==> src/design/chme_pkg.sv <==
// Shared types, constants and codes of the color histogram model engine.
package chme_pkg;

    localparam int MAX_BIN_BITS_DEF   = 4;
    localparam int COUNT_WIDTH_DEF    = 24;
    localparam int PROB_FRAC_BITS_DEF = 24;

    localparam int CH_W       = 8;
    localparam int BINS_W     = 3;
    localparam int RATE_W     = 17;
    localparam int OUT_W      = 25;
    localparam int CFG_IDX_W  = 2;
    localparam int IDX_MAX_W  = 18;
    localparam int QUEUE_DEPTH = 2;

    localparam logic [BINS_W-1:0] BINS_RESET = 3'd4;
    localparam logic [RATE_W-1:0] RATE_RESET = 17'd13107;
    localparam logic [RATE_W-1:0] RATE_ONE   = 17'h10000;

    typedef enum logic [2:0] {
        OP_ADD_FG = 3'd0,
        OP_ADD_BG = 3'd1,
        OP_LOOKUP = 3'd2,
        OP_UPDATE = 3'd3,
        OP_INIT   = 3'd4
    } t_op;

    typedef enum logic [CFG_IDX_W-1:0] {
        CFG_BINS    = 2'd0,
        CFG_RATE_FG = 2'd1,
        CFG_RATE_BG = 2'd2
    } t_cfg_index;

    typedef enum logic [3:0] {
        BK_CLEAR,
        BK_IDLE,
        BK_ADD,
        BK_LOOK,
        BK_WALK_RD,
        BK_DIV_LOAD,
        BK_DIV,
        BK_MUL,
        BK_SUM,
        BK_DONE
    } t_back_state;

    typedef struct packed {
        t_op                  op;
        logic [IDX_MAX_W-1:0] idx;
    } t_queue_item;

    typedef struct packed {
        logic clearing;
        logic result_waiting;
    } t_back_status;

endpackage

==> src/design/chme_front.sv <==
// Front end: decode the operation and form the bin index of each accepted item.
module chme_front (
    input  logic                         i_valid,
    input  logic                         i_stall,
    input  logic [2:0]                   i_operation,
    input  logic [chme_pkg::CH_W-1:0]    i_channel_first,
    input  logic [chme_pkg::CH_W-1:0]    i_channel_second,
    input  logic [chme_pkg::CH_W-1:0]    i_channel_third,
    input  logic [chme_pkg::BINS_W-1:0]  i_bins,
    output logic                         o_push,
    output chme_pkg::t_queue_item        o_item
);

    logic        known_op;
    logic [3:0]  shift;
    logic [23:0] part_a;
    logic [23:0] part_b;
    logic [23:0] part_c;
    logic [23:0] idx_wide;

    always_comb begin
        unique case (chme_pkg::t_op'(i_operation))
            chme_pkg::OP_ADD_FG, chme_pkg::OP_ADD_BG, chme_pkg::OP_LOOKUP,
            chme_pkg::OP_UPDATE, chme_pkg::OP_INIT: known_op = 1'b1;
            default:                                known_op = 1'b0;
        endcase
    end

    assign shift    = 4'd8 - {1'b0, i_bins};
    assign part_a   = {16'd0, i_channel_first  >> shift};
    assign part_b   = {16'd0, i_channel_second >> shift};
    assign part_c   = {16'd0, i_channel_third  >> shift};
    assign idx_wide = (part_a << {i_bins, 1'b0}) | (part_b << i_bins) | part_c;

    // drop unknown codes here, they never reach the queue
    assign o_push     = i_valid && !i_stall && known_op;
    assign o_item.op  = chme_pkg::t_op'(i_operation);
    assign o_item.idx = idx_wide[chme_pkg::IDX_MAX_W-1:0];

endmodule

==> config.mk <==
export PLATFORM = sky130hd
export DESIGN_NAME = chme_front
export DESIGN_NICKNAME = d
export VERILOG_FILES = /design/src/design/chme_pkg.sv /design/src/design/chme_front.sv
export SDC_FILE = /design/constraint.sdc
export NUM_CORES = 1
export LEC_CHECK = 0
export BUFFER_PORTS_ARGS = -buffer_cell sky130_fd_sc_hd__buf_2
export CAP_MARGIN = 10
export CELL_PAD_IN_SITES_DETAIL_PLACEMENT = 0
export CELL_PAD_IN_SITES_GLOBAL_PLACEMENT = 1
export CORE_MARGIN = 2
export CORE_UTILIZATION = 39
export DETAILED_ROUTE_END_ITERATION = 10
export GPL_ROUTABILITY_DRIVEN = 1
export GPL_TIMING_DRIVEN = 0
export PLACE_DENSITY_LB_ADDON = 0.1
export SETUP_SLACK_MARGIN = 0.5
export SYNTH_ARGS = -nofsm -noshare
export SYNTH_HDL_FRONTEND = slang
export SYNTH_SLANG_ARGS = --single-unit
export TNS_END_PERCENT = 5
==> constraint.sdc <==
create_clock -name vclk -period 9.5
set_input_delay 1.425 -clock vclk [all_inputs]
set_output_delay 1.425 -clock vclk [all_outputs]
set_load 0.01 [all_outputs]
==> results_dict.tcl <==
set metrics [dict create \
    synth_largest_type_area_fraction_pct 15.4 \
    drv_cap 0 \
    diodes 0 \
    syn_inst 227 \
    detailroute.via_count 2069 \
    cts_setup_buffers 0 \
    worstMarginPinSlew_ns 0.601 \
    avgSynthCellArea_um2 6.59 \
    crit_fanout 10 \
    timing.max_slew.rel_slack_pct 59.8 \
    totalWireLength_mm 5.94 \
    finalHoldWorstSlack_ns 3.13 \
    cts_resized 0 \
    num-clock-buffers 0 \
    design.core.area_mm2 0.00366 \
    critical_path_class "input pin to output port" \
    grt_max_degree 11 \
    grt_pass1_wl_mm 9.45 \
    max_clock_freq_mhz 167 \
    first_global_vias 1923 \
    regArea_um2 0 \
    nFillCells 399 \
    antenna_violating_nets_post_route 0 \
    grt_setup_unrepaired "no" \
    synthesis.yosys.warnings 0 \
    cp_data_required_time_ns 8.08 \
    power.ir.vdd_worst_mv 0.0286 \
    cp.arrival_ns 4.56 \
    gpl_wtd_cong 0.924 \
    die_height_um 65.9 \
    endpoint_kind "output port" \
    totalNegativeSetupSlack_ns 0 \
    layout-area-overhead-vs-synth_pct 21.8 \
    place.port_buffers 53 \
    syn-num-nets 260 \
    hpwlAfterDp_mm 4.65 \
    netlist_area_mm2 0.00150 \
    maxSlewViolCount 0 \
    hold_class "input pin to output port" \
    detail_route.vias_per_cell 6.31 \
    synth_top_cells_by_area "sky130_fd_sc_hd__mux2i_1, sky130_fd_sc_hd__mux2_2, sky130_fd_sc_hd__a21oi_1" \
    pin_count 54 \
    totalPowerFinal_mw 0.126 \
    std_cell_rows 22 \
    report.final.setup_viol 0 \
    grt_usage_pct 27.6 \
    cp-start-kind "input pin" \
    run_status "finished, final reports clean" \
    finish.net_count 315 \
    antenna_found_initial 0 \
    flip_flop_and_latch_count 0 \
    power.leakage_nw 0.837 \
    final_layout_size_suffix_gt1_share_pct 30.4 \
    synth.yosys.seq_area_share_pct 0 \
    1st_pass_router_iterations 5 \
    detail_route.iter0.violations 170 \
    grt_overflow_total 0 \
    start_util_pct 40.8 \
    final_critical_period_ns 5.98 \
    timing_hold_violations_final 0 \
    route.detailed.wl_per_inst_um 18.1 \
    final_standard_cell_utilization_of_the_core_pct 49.7 \
    number_of_design_rule_violations_left_after_detail_routing 0 \
    cts.hold.buffers_added 0 \
    fp.dieW_um 65.9 \
    total_area_of_multi_input_combinational_cells_mm2 0.00134 \
    yosys.cell_types.count 51 \
    die-area_mm2 0.00434 \
    synth_top_cell_by_area "sky130_fd_sc_hd__mux2i_1" \
    p_per_area_mw_per_mm2 69.0 \
    tcrit_tclk_final_pct 62.9 \
]
==> cells in the final DEF (no fill, tap or decap), types with 2 or more instances in the layout <==
master	netlist	routed
sky130_fd_sc_hd__a211oi_1	4	4
sky130_fd_sc_hd__a21o_1	3	3
sky130_fd_sc_hd__a21oi_1	17	17
sky130_fd_sc_hd__a221oi_1	2	2
sky130_fd_sc_hd__a22oi_1	4	4
sky130_fd_sc_hd__a311o_1	2	2
sky130_fd_sc_hd__a31oi_1	10	10
sky130_fd_sc_hd__a32oi_1	2	2
sky130_fd_sc_hd__and3b_1	3	3
sky130_fd_sc_hd__buf_2	11	64
sky130_fd_sc_hd__buf_4	4	4
sky130_fd_sc_hd__clkbuf_1	9	9
sky130_fd_sc_hd__inv_1	6	6
sky130_fd_sc_hd__mux2_2	13	13
sky130_fd_sc_hd__mux2i_1	23	23
sky130_fd_sc_hd__nand2_1	14	14
sky130_fd_sc_hd__nand2b_1	3	3
sky130_fd_sc_hd__nand3_1	6	6
sky130_fd_sc_hd__nand4_1	3	3
sky130_fd_sc_hd__nor2_1	22	22
sky130_fd_sc_hd__nor2b_1	4	4
sky130_fd_sc_hd__nor3_1	6	6
sky130_fd_sc_hd__nor4_1	2	2
sky130_fd_sc_hd__o211a_1	2	2
sky130_fd_sc_hd__o21a_1	3	3
sky130_fd_sc_hd__o21ai_0	13	13
sky130_fd_sc_hd__o21ai_1	2	2
sky130_fd_sc_hd__o221ai_1	2	2
sky130_fd_sc_hd__o22ai_1	6	6
sky130_fd_sc_hd__o2bb2ai_1	3	3
sky130_fd_sc_hd__o31ai_1	2	2
sky130_fd_sc_hd__o32ai_1	2	2
==> path summary, 6_finish.rpt <==
check | from | to | slack [ns] | cells past startpoint
min | i_operation[2] | o_item[20] | 3.13 | 3
max | i_bins[1] | o_item[12] | 3.52 | 14
==> cells in the mapped netlist, types with 2 or more instances <==
library cell / n
sky130_fd_sc_hd__a211oi_1: 4
sky130_fd_sc_hd__a21o_1: 3
sky130_fd_sc_hd__a21oi_1: 17
sky130_fd_sc_hd__a221oi_1: 2
sky130_fd_sc_hd__a22oi_1: 4
sky130_fd_sc_hd__a311o_1: 2
sky130_fd_sc_hd__a31oi_1: 10
sky130_fd_sc_hd__a32oi_1: 2
sky130_fd_sc_hd__and3b_1: 3
sky130_fd_sc_hd__buf_2: 11
sky130_fd_sc_hd__buf_4: 4
sky130_fd_sc_hd__clkbuf_1: 9
sky130_fd_sc_hd__inv_1: 6
sky130_fd_sc_hd__mux2_2: 13
sky130_fd_sc_hd__mux2i_1: 23
sky130_fd_sc_hd__nand2_1: 14
sky130_fd_sc_hd__nand2b_1: 3
sky130_fd_sc_hd__nand3_1: 6
sky130_fd_sc_hd__nand4_1: 3
sky130_fd_sc_hd__nor2_1: 22
sky130_fd_sc_hd__nor2b_1: 4
sky130_fd_sc_hd__nor3_1: 6
sky130_fd_sc_hd__nor4_1: 2
sky130_fd_sc_hd__o211a_1: 2
sky130_fd_sc_hd__o21a_1: 3
sky130_fd_sc_hd__o21ai_0: 13
sky130_fd_sc_hd__o21ai_1: 2
sky130_fd_sc_hd__o221ai_1: 2
sky130_fd_sc_hd__o22ai_1: 6
sky130_fd_sc_hd__o2bb2ai_1: 3
sky130_fd_sc_hd__o31ai_1: 2
sky130_fd_sc_hd__o32ai_1: 2
==> logic make-up after synthesis <==
group                    after synthesis  synth area share (%)
buffers and inverters                 32                  10.5
multiplexers                          36                  25.2
AO/OA/AOI/OAI                         88                  40.0
XOR/XNOR                               1                 0.586
AND/OR/NAND/NOR                       69                  22.9
adder cells (fa/ha/maj)                1                 0.837
==> stage by stage <==
stage | setup WS [ns] | area (um^2) | cells
floorplan | 4.40 | 1500 | 227
global placement | 3.59 | 1820 | 328
detailed placement | 3.66 | 1820 | 328
CTS | 3.65 | 1820 | 328
global route | 3.36 | 1820 | 328
finish | 3.52 | 1820 | 328
==> area by class of cell <==
class | count | area share [%]
Timing Repair Buffer | 53 | 14.6
Tap cell | 48 | 3.30
Inverter | 7 | 1.44
Multi-Input combinational cell | 195 | 73.5
Buffer | 25 | 7.15
==> layer usage <==
metal	vias up	track usage (%)	routed length, um
li1	979	-	-
met1	953	39.3	2580
met2	127	45.5	2740
met3	10	1.53	543
met4	0	5.73	71
met5	-	0	0
==> power breakdown <==
| group | internal (mW) | switching (mW) | total [mW] |
|---|---|---|---|
| clock | 0 | 0 | 0 |
| sequential | 0 | 0 | 0 |
| combinational | 0.0510 | 0.0745 | 0.126 |
==> critical path, cell delays in order <==
cell and delay (ns):
sky130_fd_sc_hd__buf_2 0.10, sky130_fd_sc_hd__buf_2 0.18, sky130_fd_sc_hd__inv_1 0.09, sky130_fd_sc_hd__clkbuf_1 0.39, sky130_fd_sc_hd__ha_1 0.34, sky130_fd_sc_hd__buf_4 0.20, sky130_fd_sc_hd__buf_6 0.16, sky130_fd_sc_hd__mux2i_1 0.35
sky130_fd_sc_hd__mux2i_1 0.14, sky130_fd_sc_hd__o2bb2ai_1 0.19, sky130_fd_sc_hd__a211oi_1 0.47, sky130_fd_sc_hd__o21ai_0 0.17, sky130_fd_sc_hd__a21o_1 0.20, sky130_fd_sc_hd__buf_2 0.13
Note: power is estimated with default switching activity, not from simulation.
