$ cat src/design/chme_pkg.sv
// Shared types, constants and codes of the color histogram model engine.
package chme_pkg;

    localparam int MAX_BIN_BITS_DEF   = 4;
    localparam int COUNT_WIDTH_DEF    = 24;
    localparam int PROB_FRAC_BITS_DEF = 24;

    localparam int CH_W       = 8;
    localparam int BINS_W     = 3;
    localparam int RATE_W     = 17;
    localparam int OUT_W      = 25;
    localparam int CFG_IDX_W  = 2;
    localparam int IDX_MAX_W  = 18;
    localparam int QUEUE_DEPTH = 2;

    localparam logic [BINS_W-1:0] BINS_RESET = 3'd4;
    localparam logic [RATE_W-1:0] RATE_RESET = 17'd13107;
    localparam logic [RATE_W-1:0] RATE_ONE   = 17'h10000;

    typedef enum logic [2:0] {
        OP_ADD_FG = 3'd0,
        OP_ADD_BG = 3'd1,
        OP_LOOKUP = 3'd2,
        OP_UPDATE = 3'd3,
        OP_INIT   = 3'd4
    } t_op;

    typedef enum logic [CFG_IDX_W-1:0] {
        CFG_BINS    = 2'd0,
        CFG_RATE_FG = 2'd1,
        CFG_RATE_BG = 2'd2
    } t_cfg_index;

    typedef enum logic [3:0] {
        BK_CLEAR,
        BK_IDLE,
        BK_ADD,
        BK_LOOK,
        BK_WALK_RD,
        BK_DIV_LOAD,
        BK_DIV,
        BK_MUL,
        BK_SUM,
        BK_DONE
    } t_back_state;

    typedef struct packed {
        t_op                  op;
        logic [IDX_MAX_W-1:0] idx;
    } t_queue_item;

    typedef struct packed {
        logic clearing;
        logic result_waiting;
    } t_back_status;

endpackage

$ cat src/design/chme_queue.sv
// Short queue between front and back end.
module chme_queue (
    input  logic                   i_clk,
    input  logic                   i_rst_n,
    input  logic                   i_push,
    input  chme_pkg::t_queue_item  i_item,
    input  logic                   i_pop,
    output logic                   o_valid,
    output logic                   o_full,
    output chme_pkg::t_queue_item  o_item
);

    localparam int PTR_W = $clog2(chme_pkg::QUEUE_DEPTH);

    chme_pkg::t_queue_item r_mem [chme_pkg::QUEUE_DEPTH];
    logic [PTR_W-1:0] r_wr;
    logic [PTR_W-1:0] r_rd;
    logic [PTR_W:0]   r_cnt;

    assign o_valid = (r_cnt != '0);
    assign o_full  = (r_cnt == (PTR_W+1)'(chme_pkg::QUEUE_DEPTH));
    assign o_item  = r_mem[r_rd];

    always_ff @(posedge i_clk) begin
        if (!i_rst_n) begin
            r_wr  <= '0;
            r_rd  <= '0;
            r_cnt <= '0;
        end else begin
            if (i_push) begin
                r_wr <= (r_wr == PTR_W'(chme_pkg::QUEUE_DEPTH - 1)) ? '0 : r_wr + PTR_W'(1);
            end
            if (i_pop) begin
                r_rd <= (r_rd == PTR_W'(chme_pkg::QUEUE_DEPTH - 1)) ? '0 : r_rd + PTR_W'(1);
            end
            if (i_push && !i_pop) begin
                r_cnt <= r_cnt + (PTR_W+1)'(1);
            end else if (i_pop && !i_push) begin
                r_cnt <= r_cnt - (PTR_W+1)'(1);
            end
        end
    end

    always_ff @(posedge i_clk) begin
        if (i_push) begin
            r_mem[r_wr] <= i_item;
        end
    end

endmodule

$ cat config.mk
export PLATFORM = sky130hd
export DESIGN_NAME = chme_queue
export DESIGN_NICKNAME = d
export VERILOG_FILES = /design/src/design/chme_pkg.sv /design/src/design/chme_queue.sv
export SDC_FILE = /design/constraint.sdc
export NUM_CORES = 1
export LEC_CHECK = 0
export BUFFER_PORTS_ARGS = -buffer_cell sky130_fd_sc_hd__buf_2
export CAP_MARGIN = 0
export CORE_MARGIN = 2
export CORE_UTILIZATION = 40
export CTS_CLUSTER_SIZE = 28
export DETAILED_ROUTE_END_ITERATION = 10
export PLACE_DENSITY_LB_ADDON = 0.12
export SETUP_SLACK_MARGIN = 0.02
export SKIP_CTS_REPAIR_TIMING = 1
export SYNTH_ARGS = -nofsm -noshare
export SYNTH_HDL_FRONTEND = slang
export SYNTH_SLANG_ARGS = --single-unit
$ cat constraint.sdc
create_clock -name i_clk -period 3.9 [get_ports i_clk]
set_input_delay 0 -clock i_clk [delete_from_list [all_inputs] [get_ports i_clk]]
set_output_delay 0 -clock i_clk [all_outputs]
set_load 0.005 [all_outputs]
==> qor.txt, run 1 <==
maxcap violations - 0
Routed WL - 2.914 mm
VDD IR-drop max - 0.2626 mV
commonest non-fill, non-tap cell in the layout - buf_2
Slew headroom - 23.66%
largest stage delay on the critical path - 940 ps
Cell Chain, Critical Path - mux2_2 > buf_2
delay-heaviest family, CP - flip-flops
CORE AREA - 4086 um2
RSZ-0062 raised after global routing - false
clk_skew - 8.782 ps
vias per cell - 4.599
port bufs - 47
Setup-failing EPs final - 0
maximum fanout along the worst path - 21
number of synthesized register bits - 47
ranking of synthesized cells by area - edfxtp_1, mux2_2, dfxtp_1, and2_1, xor2_1
Max Fclk - 0.5626 GHz
Yosys cell types - 16
fin crit share - 45.57%
Place WS - 2286 ps
share of layout cells above drive strength 1 - 46.91%
Syn Inst Count - 87
first-pass GRT wire length - 4.402 mm
critical path's slowest cell - dfxtp_1
Worst Setup Start Kind - register
commonest non-fill, non-tap cells in the layout - buf_2, edfxtp_1, dlygate4sd3_1, mux2_2
setup TNS - 0 ps
data required time of the worst path - 3900 ps
Final Instance Area - 2320 um2
initial antenna violation count - 0
Cell Count Post-Placement - 182
DRT iter0 DRCs - 70
Storage cell area - 1361 um2
Die ar. - 4865 um2
insertion delay to the later sink of the worst-skew pair - 300 ps
syn_nets - 113
Crit Path Category - register to output port
Die Span X - 69.75 um
area leader, netlist - edfxtp_1
r2r worst-path depth - 1
Final Hold Vio Count - 0
YS warnings - 0
syn_area_per_cell - 19.88 um2
register area share after synthesis - 78.73%
worst hold path class - input port to register
GRT overflow - 0
CTS tree - built
pwr dens - 424.2 nW/um2
H-tree Lvls - 2
leak pwr - 0.0008932 uW
fillers - 350
drt pass-1 iters - 4
hold slack - 55.03 ps
I/O pin count - 48
Starting Density - 42.31%
Placed Area - 2019 um2
mapped cell area - 1729 um2
Worst Max-Slew Pin Slew - 1140 ps
pin count of the biggest net entering global routing - 23
multi-input logic area - 356.6 um2
post-synth top area share - 72.94%
hold path depth - 3
WL/cell - 13.75 um
Num CTS Buffers - 5
Area growth, synth to finish - 34.15%
Reg clk slew, reported paths - 70 ps
minimum clock period - 1777 ps
outcome - finished clean
CP endpoint kind - output port
Final ANT Viol Nets - 0
GR Util All Layers - 12.41%
Max clock buf depth - 2
CTS Sinks - 47
GPL Wtd Cong - 0.6324
Crit path depth - 2
antenna diode count - 0
CP arrival - 1780 ps
Finished Layout Cells - 212
Residual DRC - 0
HPWL Detailed - 1.798 mm
row cnt - 23
CP bufs+invs - 1
Slew Viols, Final - 0
Clock Tree Root - clkbuf_8
vias in the first global route - 978
vias post-DR - 975
Die Y - 69.75 um
nets@finish - 187
Final Worst Setup Slack - 2123 ps
path summary, 6_finish.rpt:
kind / slack [ps] / from / end
worst max-delay path: 2120 / register / o_item[18]
worst min-delay path: 60 / i_pop / register
worst max register to register: 2310 / r_wr / r_mem[0][11]
worst min register to register: 540 / r_cnt[1] / r_cnt[1]
synth_stat cells:
cell type,n
edfxtp_1,42
mux2_2,21
dfxtp_1,5
and2_1,4
buf_2,2
nor2b_1,2
xor2_1,2
a21boi_1,1
and2b_2,1
ha_1,1
inv_1,1
o21a_1,1
o21ai_0,1
or2_2,1
or3_1,1
xnor2_1,1
report_power, final:
group | internal, uW | switching, uW | leakage, uW | total (uW)
clock | 127 | 144 | 0.0000395 | 271
sequential | 579 | 16.7 | 0.000436 | 596
combinational | 73.2 | 43.7 | 0.000418 | 117
per-stage QoR:
stage	util, %	total power, uW
after floorplan	-	658.8
after global placement	49.42	705.4
after detailed placement	49.42	709.8
after CTS	51.38	978.7
after global routing	56.77	1026
final	56.77	983.9
area by class of cell:
class / count / area share [%]
timing repair buffer: 69 / 19.63
multi-input combinational: 37 / 15.37
inverter: 1 / 0.1618
clock buffer: 8 / 3.452
tap: 50 / 2.697
sequential: 47 / 58.68
cells by family (layout without fill, tap and decap cells):
kind of cell / after synthesis / after routing / synth area share, %
adders and majority gates: 1 / 1 / 0.7235
buffers and inverters: 3 / 78 / 0.7958
DFF: 47 / 47 / 78.73
and+or+nand+nor: 9 / 9 / 3.401
AOI/OAI and AO/OA: 3 / 3 / 1.158
xor gates and xnor gates: 3 / 3 / 1.520
muxes: 21 / 21 / 13.68
registers in the layout (all words and copies together) (netlist names), named ones only:
| signal | count |
|---|---|
| r_mem | 42 |
| r_cnt | 2 |
| r_rd | 1 |
| r_wr | 1 |
layer usage:
layer  share of wire, %  GRT usage, %  up-vias
li1                   -             -      478
met1                 40         12.48      462
met2                 51         21.26       27
met3                5.6         4.651        8
met4                2.6         8.333        0
met5                  0             0        -
Note: power is estimated with default switching activity, not from simulation.
==> run 2: changes to the inputs <==
Settings changed: ABC_AREA set to 1.
Clock period 3.9 ns to 1.7 ns, I/O delays scaled along.
==> run 2 against run 1 <==
The run now ends with negative hold slack left. Count of clock-buffer cells in the layout shrank 3. Final cell count grew 10%. First-iteration DRC count shrank 23%. Synthesized cell count grew 15%. Register-to-register slack lost 1800 ps. Via count grew 9.4%. Highest routed layer unchanged.
==> qor.txt, run 2 <==
maxcap violations - 0 (unchanged)
area leader, netlist - edfxtp_1
Placed Area - 2161 um2 (+7.0%)
GR Util All Layers - 12.36% (-0.042 points)
failing checks - negative hold slack
number of synthesized register bits - 47 (unchanged)
VDD IR-drop max - 0.4795 mV (+83%)
maximum fanout along the worst path - 8 (-62%)
reg2reg start - r_wr
syn_area_per_cell - 18.23 um2 (-8.3%)
Hold Crit Start - i_pop
clk_skew - 2.432 ps (-6.350 ps)
Die Span X - 71.51 um (+2.5%)
Final Instance Area - 2475 um2 (+6.7%)
vias per cell - 4.560 (-0.85%)
Final ANT Viol Nets - 0 (unchanged)
row cnt - 24 (+4.3%)
critical path's slowest cell - dfxtp_1
Num CTS Buffers - 5 (unchanged)
delay-heaviest family, CP - flip-flops
HPWL Detailed - 2.175 mm (+21%)
insertion delay to the later sink of the worst-skew pair - 290 ps (about the same)
syn_nets - 126 (+12%)
Max Fclk - 0.7462 GHz
Reg clk slew, reported paths - 80 ps (about the same)
ranking of synthesized cells by area - edfxtp_1, mux2_4, dfxtp_1, nand2_1, inv_1
minimum clock period - 1340 ps
worst hold path class - input port to register
Slew headroom - 75.32% (+52 points)
vias in the first global route - 1044 (+6.7%)
Final Hold Vio Count - 1 (+1)
Starting Density - 41.58% (-0.73 points)
data required time of the worst path - 1700 ps (-2200 ps)
outcome - complete, but fails checks
CP arrival - 1340 ps (-440 ps)
CTS Sinks - 47 (unchanged)
Setup-failing EPs final - 0 (unchanged)
YS warnings - 0 (unchanged)
CTS tree - built
register area share after synthesis - 74.67% (-4.1 points)
commonest non-fill, non-tap cells in the layout - buf_2, edfxtp_1, dlygate4sd3_1, mux2_4, nand2_1
CORE AREA - 4384 um2 (+7.3%)
I/O pin count - 48 (unchanged)
antenna diode count - 0 (unchanged)
hold slack - -9.710 ps (-64.74 ps)
fin crit share - 78.83%
post-synth top area share - 69.18% (-3.8 points)
Primary FF master, synth - edfxtp_1
mapped cell area - 1823 um2 (+5.4%)
share of layout cells above drive strength 1 - 45.60% (-1.3 points)
vias post-DR - 1067 (+9.4%)
Routed WL - 3.106 mm (+6.6%)
Clock Tree Root - clkbuf_8
RSZ-0062 raised after global routing - false
drt pass-1 iters - 4 (unchanged)
top flop regs - r_mem: 42 flops, r_cnt: 2 flops
DRT iter0 DRCs - 54 (-23%)
Worst Setup Start Kind - register
Max clock buf depth - 2 (unchanged)
ys async rst share - 0% (unchanged)
flip-flop count of the largest register after layout - 42 (unchanged)
GPL Wtd Cong - 0.6753 (+6.8%)
first-pass GRT wire length - 4.705 mm (+6.9%)
Worst Max-Slew Pin Slew - 369.7 ps (-770.2 ps)
setup TNS - 0 ps (unchanged)
Slew Viols, Final - 0 (unchanged)
CP endpoint kind - output port
Syn Inst Count - 100 (+15%)
initial antenna violation count - 0 (unchanged)
Crit Path Category - register to output port
Die ar. - 5114 um2 (+5.1%)
Top reg by flops - r_mem
Die Y - 71.51 um (+2.5%)
commonest non-fill, non-tap cell in the layout - buf_2
H-tree Lvls - 2 (unchanged)
GRT overflow - 0 (unchanged)
Cell Chain, Critical Path - buf_4 > mux2_2 > buf_2
Cell Count Post-Placement - 203 (+12%)
EDFF count, synth - 42 (unchanged)
Area growth, synth to finish - 35.76%
port bufs - 47 (unchanged)
Finished Layout Cells - 234 (+10%)
Yosys cell types - 13 (-3)
nets@finish - 207 (+11%)
pwr dens - 923.9 nW/um2 (+120%)
Post-synth top cells - edfxtp_1, mux2_4, nand2_1
most common cell in the netlist - edfxtp_1
leak pwr - 0.001051 uW (+18%)
CP bufs+invs - 2 (+1)
Residual DRC - 0 (unchanged)
largest stage delay on the critical path - 370 ps (-570 ps)
pin count of the biggest net entering global routing - 15 (-35%)
WL/cell - 13.27 um (-3.4%)
[run 2: tightest hold or removal path: stages]
cell and delay (ps):
buf_2 110, nor2_1 50, nor2_1 90
[run 2: final cells by class]
class,instances,area (um2)
Fill cell,370,1909
Sequential cell,47,1361
Timing Repair Buffer,76,523.0
Multi-Input combinational cell,43,411.6
Clock buffer,5,68.82
Tap cell,52,65.06
Inverter,8,30.03
Clock inverter,3,15.01
[run 2: per-stage QoR]
stage | utilization (%) | total power, uW | setup slack (ps)
4_1_cts | 51.20 | 2288 | 321.0
2_1_floorplan | - | 1527 | 77.33
3_5_place_dp | 49.29 | 1653 | 456.2
6_report | 56.45 | 2286 | 359.9
3_3_place_gp | 49.29 | 1639 | 506.0
5_1_grt | 56.45 | 2400 | 274.6
[run 2: where the power goes]
part / internal (uW) / switching (uW) / total, uW
sequential: 1330 / 20.2 / 1350
clock: 281 / 344 / 626
combinational: 186 / 127 / 313
total: 1790 / 492 / 2290
[run 2: cell families (layout without fill, tap and decap cells)]
logic type,Yosys count,count (layout),synth area share [%]
AOI/OAI and AO/OA,2,2,0.5485
adders and majority gates,1,1,0.6862
buffers and inverters,10,92,2.883
DFF,47,47,74.67
muxes,21,21,17.09
and+or+nand+nor,19,19,4.118
[run 2: path summary, 6_finish.rpt]
path         cells past startpoint  slack (ps)          end
min                              3         -10         r_rd
min reg2reg                      2         520         r_rd
max                              3         360    o_item[0]
max reg2reg                      3         480  r_mem[1][3]
[run 2: routing by layer]
metal	wire length (um)	up-vias	global-route usage, %	share of wire [%]
met5	0	-	0	0
met2	1661	28	22.22	53
met3	146	6	4.641	4.7
met1	1252	509	12.96	40
met4	46	0	5.031	1.5
li1	-	524	-	-
==> run 3: changes to the inputs <==
Settings changed: ABC_AREA 1 to 0.
Clock period 1.7 ns to 1.36 ns, I/O delays scaled along.
==> run 3 against run 2 <==
The run now ends clean. Via count decreased by 7.1%. Hold slack better by 61 ps. Critical path depth unchanged. Clock power is 25% higher. First-iteration DRC count is the same. Setup slack got worse by 270 ps. Largest power group unchanged. Combinational power grew 25%. Die area shrank 4.9%. Power is 25% higher. Utilization rose by 2.1 points. Sequential cell count unchanged. Non-clock buffer count is 1 lower.
==> qor.txt, run 3 (synthesis gave the netlist of run 1 again) <==
HPWL Detailed - 1.911 mm (-12%)
worst hold path class - input port to register
H-tree Lvls - 2 (unchanged)
Clock Tree Root - clkbuf_8
Num CTS Buffers - 5 (unchanged)
flip-flop count of the largest register after layout - 42 (unchanged)
vias post-DR - 991 (-7.1%)
commonest non-fill, non-tap cells in the layout - buf_2, edfxtp_1, dlygate4sd3_1, mux2_2, clkbuf_8
Final Hold Vio Count - 0 (-1)
leak pwr - 0.0009333 uW (-11%)
Die ar. - 4865 um2 (-4.9%)
WL met3 - 151 um (+3.4%)
CP endpoint kind - output port
Cell Count Post-Placement - 187 (-7.9%)
CORE AREA - 4086 um2 (-6.8%)
Top reg by flops - r_mem
WL/cell - 13.63 um (+2.7%)
Crit Path Category - register to output port
DR WL met2 - 1.450 mm (-13%)
CTS tree - built
Hold Crit Start - i_pop
clk_skew - 2.780 ps (+0.3476 ps)
first-pass GRT wire length - 4.602 mm (-2.2%)
minimum clock period - 1271 ps
pwr dens - 1197 nW/um2 (+30%)
DRT iter0 DRCs - 54 (unchanged)
Place WS - 342.7 ps (-113.5 ps)
Cell Chain, Critical Path - buf_8 > mux2_2 > buf_2
initial antenna violation count - 0 (unchanged)
CTS Sinks - 47 (unchanged)
nets@finish - 193 (-6.8%)
reg2reg start - r_cnt[0]
Final Worst Setup Slack - 88.72 ps (-271.1 ps)
Final Instance Area - 2394 um2 (-3.3%)
Setup-failing EPs final - 0 (unchanged)
r2r setup slk - 330 ps (-150 ps)
Final ANT Viol Nets - 0 (unchanged)
Die Span X - 69.75 um (-2.5%)
Routed WL - 2.971 mm (-4.3%)
pin count of the biggest net entering global routing - 22 (+7)
Residual DRC - 0 (unchanged)
setup TNS - 0 ps (unchanged)
Finished Layout Cells - 218 (-6.8%)
Reg clk slew, reported paths - 80 ps (about the same)
top flop regs - r_mem: 42 flops, r_cnt: 2 flops
drt pass-1 iters - 3 (-1)
RSZ-0062 raised after global routing - false
Metal-1 WL - 1.311 mm (+4.7%)
delay-heaviest family, CP - flip-flops
fin crit share - 93.48%
data required time of the worst path - 1360 ps (-340 ps)
antenna diode count - 0 (unchanged)
vias in the first global route - 993 (-4.9%)
Die Y - 69.75 um (-2.5%)
Worst R2R End - r_cnt[1]
row cnt - 23 (-4.2%)
Pwr Total - 2865 uW (+25%)
Starting Density - 42.31% (+0.73 points)
Max clock buf depth - 2 (unchanged)
outcome - finished clean
r2r worst-path depth - 3 (unchanged)
hold path depth - 3 (unchanged)
share of layout cells above drive strength 1 - 50.00% (+4.4 points)
vias per cell - 4.546 (-0.31%)
CP arrival - 1270 ps (-70 ps)
critical path's slowest cell - dfxtp_4
VDD IR-drop max - 0.6390 mV (+33%)
maxcap violations - 0 (unchanged)
Slew headroom - 89.27% (+14 points)
insertion delay to the later sink of the worst-skew pair - 290 ps (about the same)
Slew Viols, Final - 0 (unchanged)
largest stage delay on the critical path - 370 ps (about the same)
maximum fanout along the worst path - 10 (+2)
Placed Area - 2069 um2 (-4.2%)
GRT overflow - 0 (unchanged)
CP bufs+invs - 2 (unchanged)
GR Util All Layers - 12.42% (+0.058 points)
DR top layer - met4
GPL Wtd Cong - 0.7049 (+4.4%)
I/O pin count - 48 (unchanged)
commonest non-fill, non-tap cell in the layout - buf_2
Max Fclk - 0.7866 GHz
port bufs - 47 (unchanged)
Area growth, synth to finish - 38.42%
Worst Setup Start Kind - register
Worst Max-Slew Pin Slew - 160.4 ps (-209.3 ps)
-- run 3: cell count changes in the layout (fill, tap and decap cells not counted), sizes merged, moves of 2 or more --
cell	before	now
nand2	9	0
clkbuf	5	7
nor2b	0	2
xor2	0	2
nor2	8	0
and2	0	4
clkinv	3	1
inv	8	1
-- run 3: power by group --
group	switching (uW)	internal [uW]	leakage [uW]	total [uW]
sequential	28.7	1660	0.000436	1690
clock	424	361	0.0000422	785
combinational	154	237	0.000455	391
total	607	2260	0.000933	2870
-- run 3: worst register-to-register path, delay by kind of cell (launching register included) --
family                    cells  cell delay, ps
DFF                           1             350
xor gates and xnor gates      1             180
AOI/OAI and AO/OA             1             130
and+or+nand+nor               1             310
-- run 3: stage by stage --
| stage | hold slack [ps] | utilization, % |
|---|---|---|
| after floorplan | 98.87 | - |
| after global placement | 189.0 | 50.64 |
| after detailed placement | 191.5 | 50.64 |
| after CTS | -118.3 | 52.63 |
| after global routing | 50.83 | 58.57 |
| final | 50.91 | 58.57 |
-- run 3: layout make-up --
class                      count  area, um2
timing repair buffer          75      524.3
clock buffer                   7      76.32
tap                           50      62.56
clock inverter                 1      5.005
sequential                    47       1365
multi-input combinational     37      356.6
inverter                       1      3.754
fill                         344       1693
-- run 3: worst max path at each step --
stage	slack (ps)	to	start	depth (start not counted)
after floorplan	60	r_mem[0][0]	r_wr	1
after global routing	30	o_item[10]	register	3
final	90	o_item[17]	register	3
after CTS	40	o_item[0]	register	3
after global placement	370	o_item[19]	register	3
after detailed placement	340	r_cnt[1]	r_cnt[0]	3
-- run 3: metal layers --
metal,up-vias,track usage (%)
li1,489,-
met1,468,14.26
met2,28,20.30
met3,6,5.087
met4,0,5.769
met5,-,0
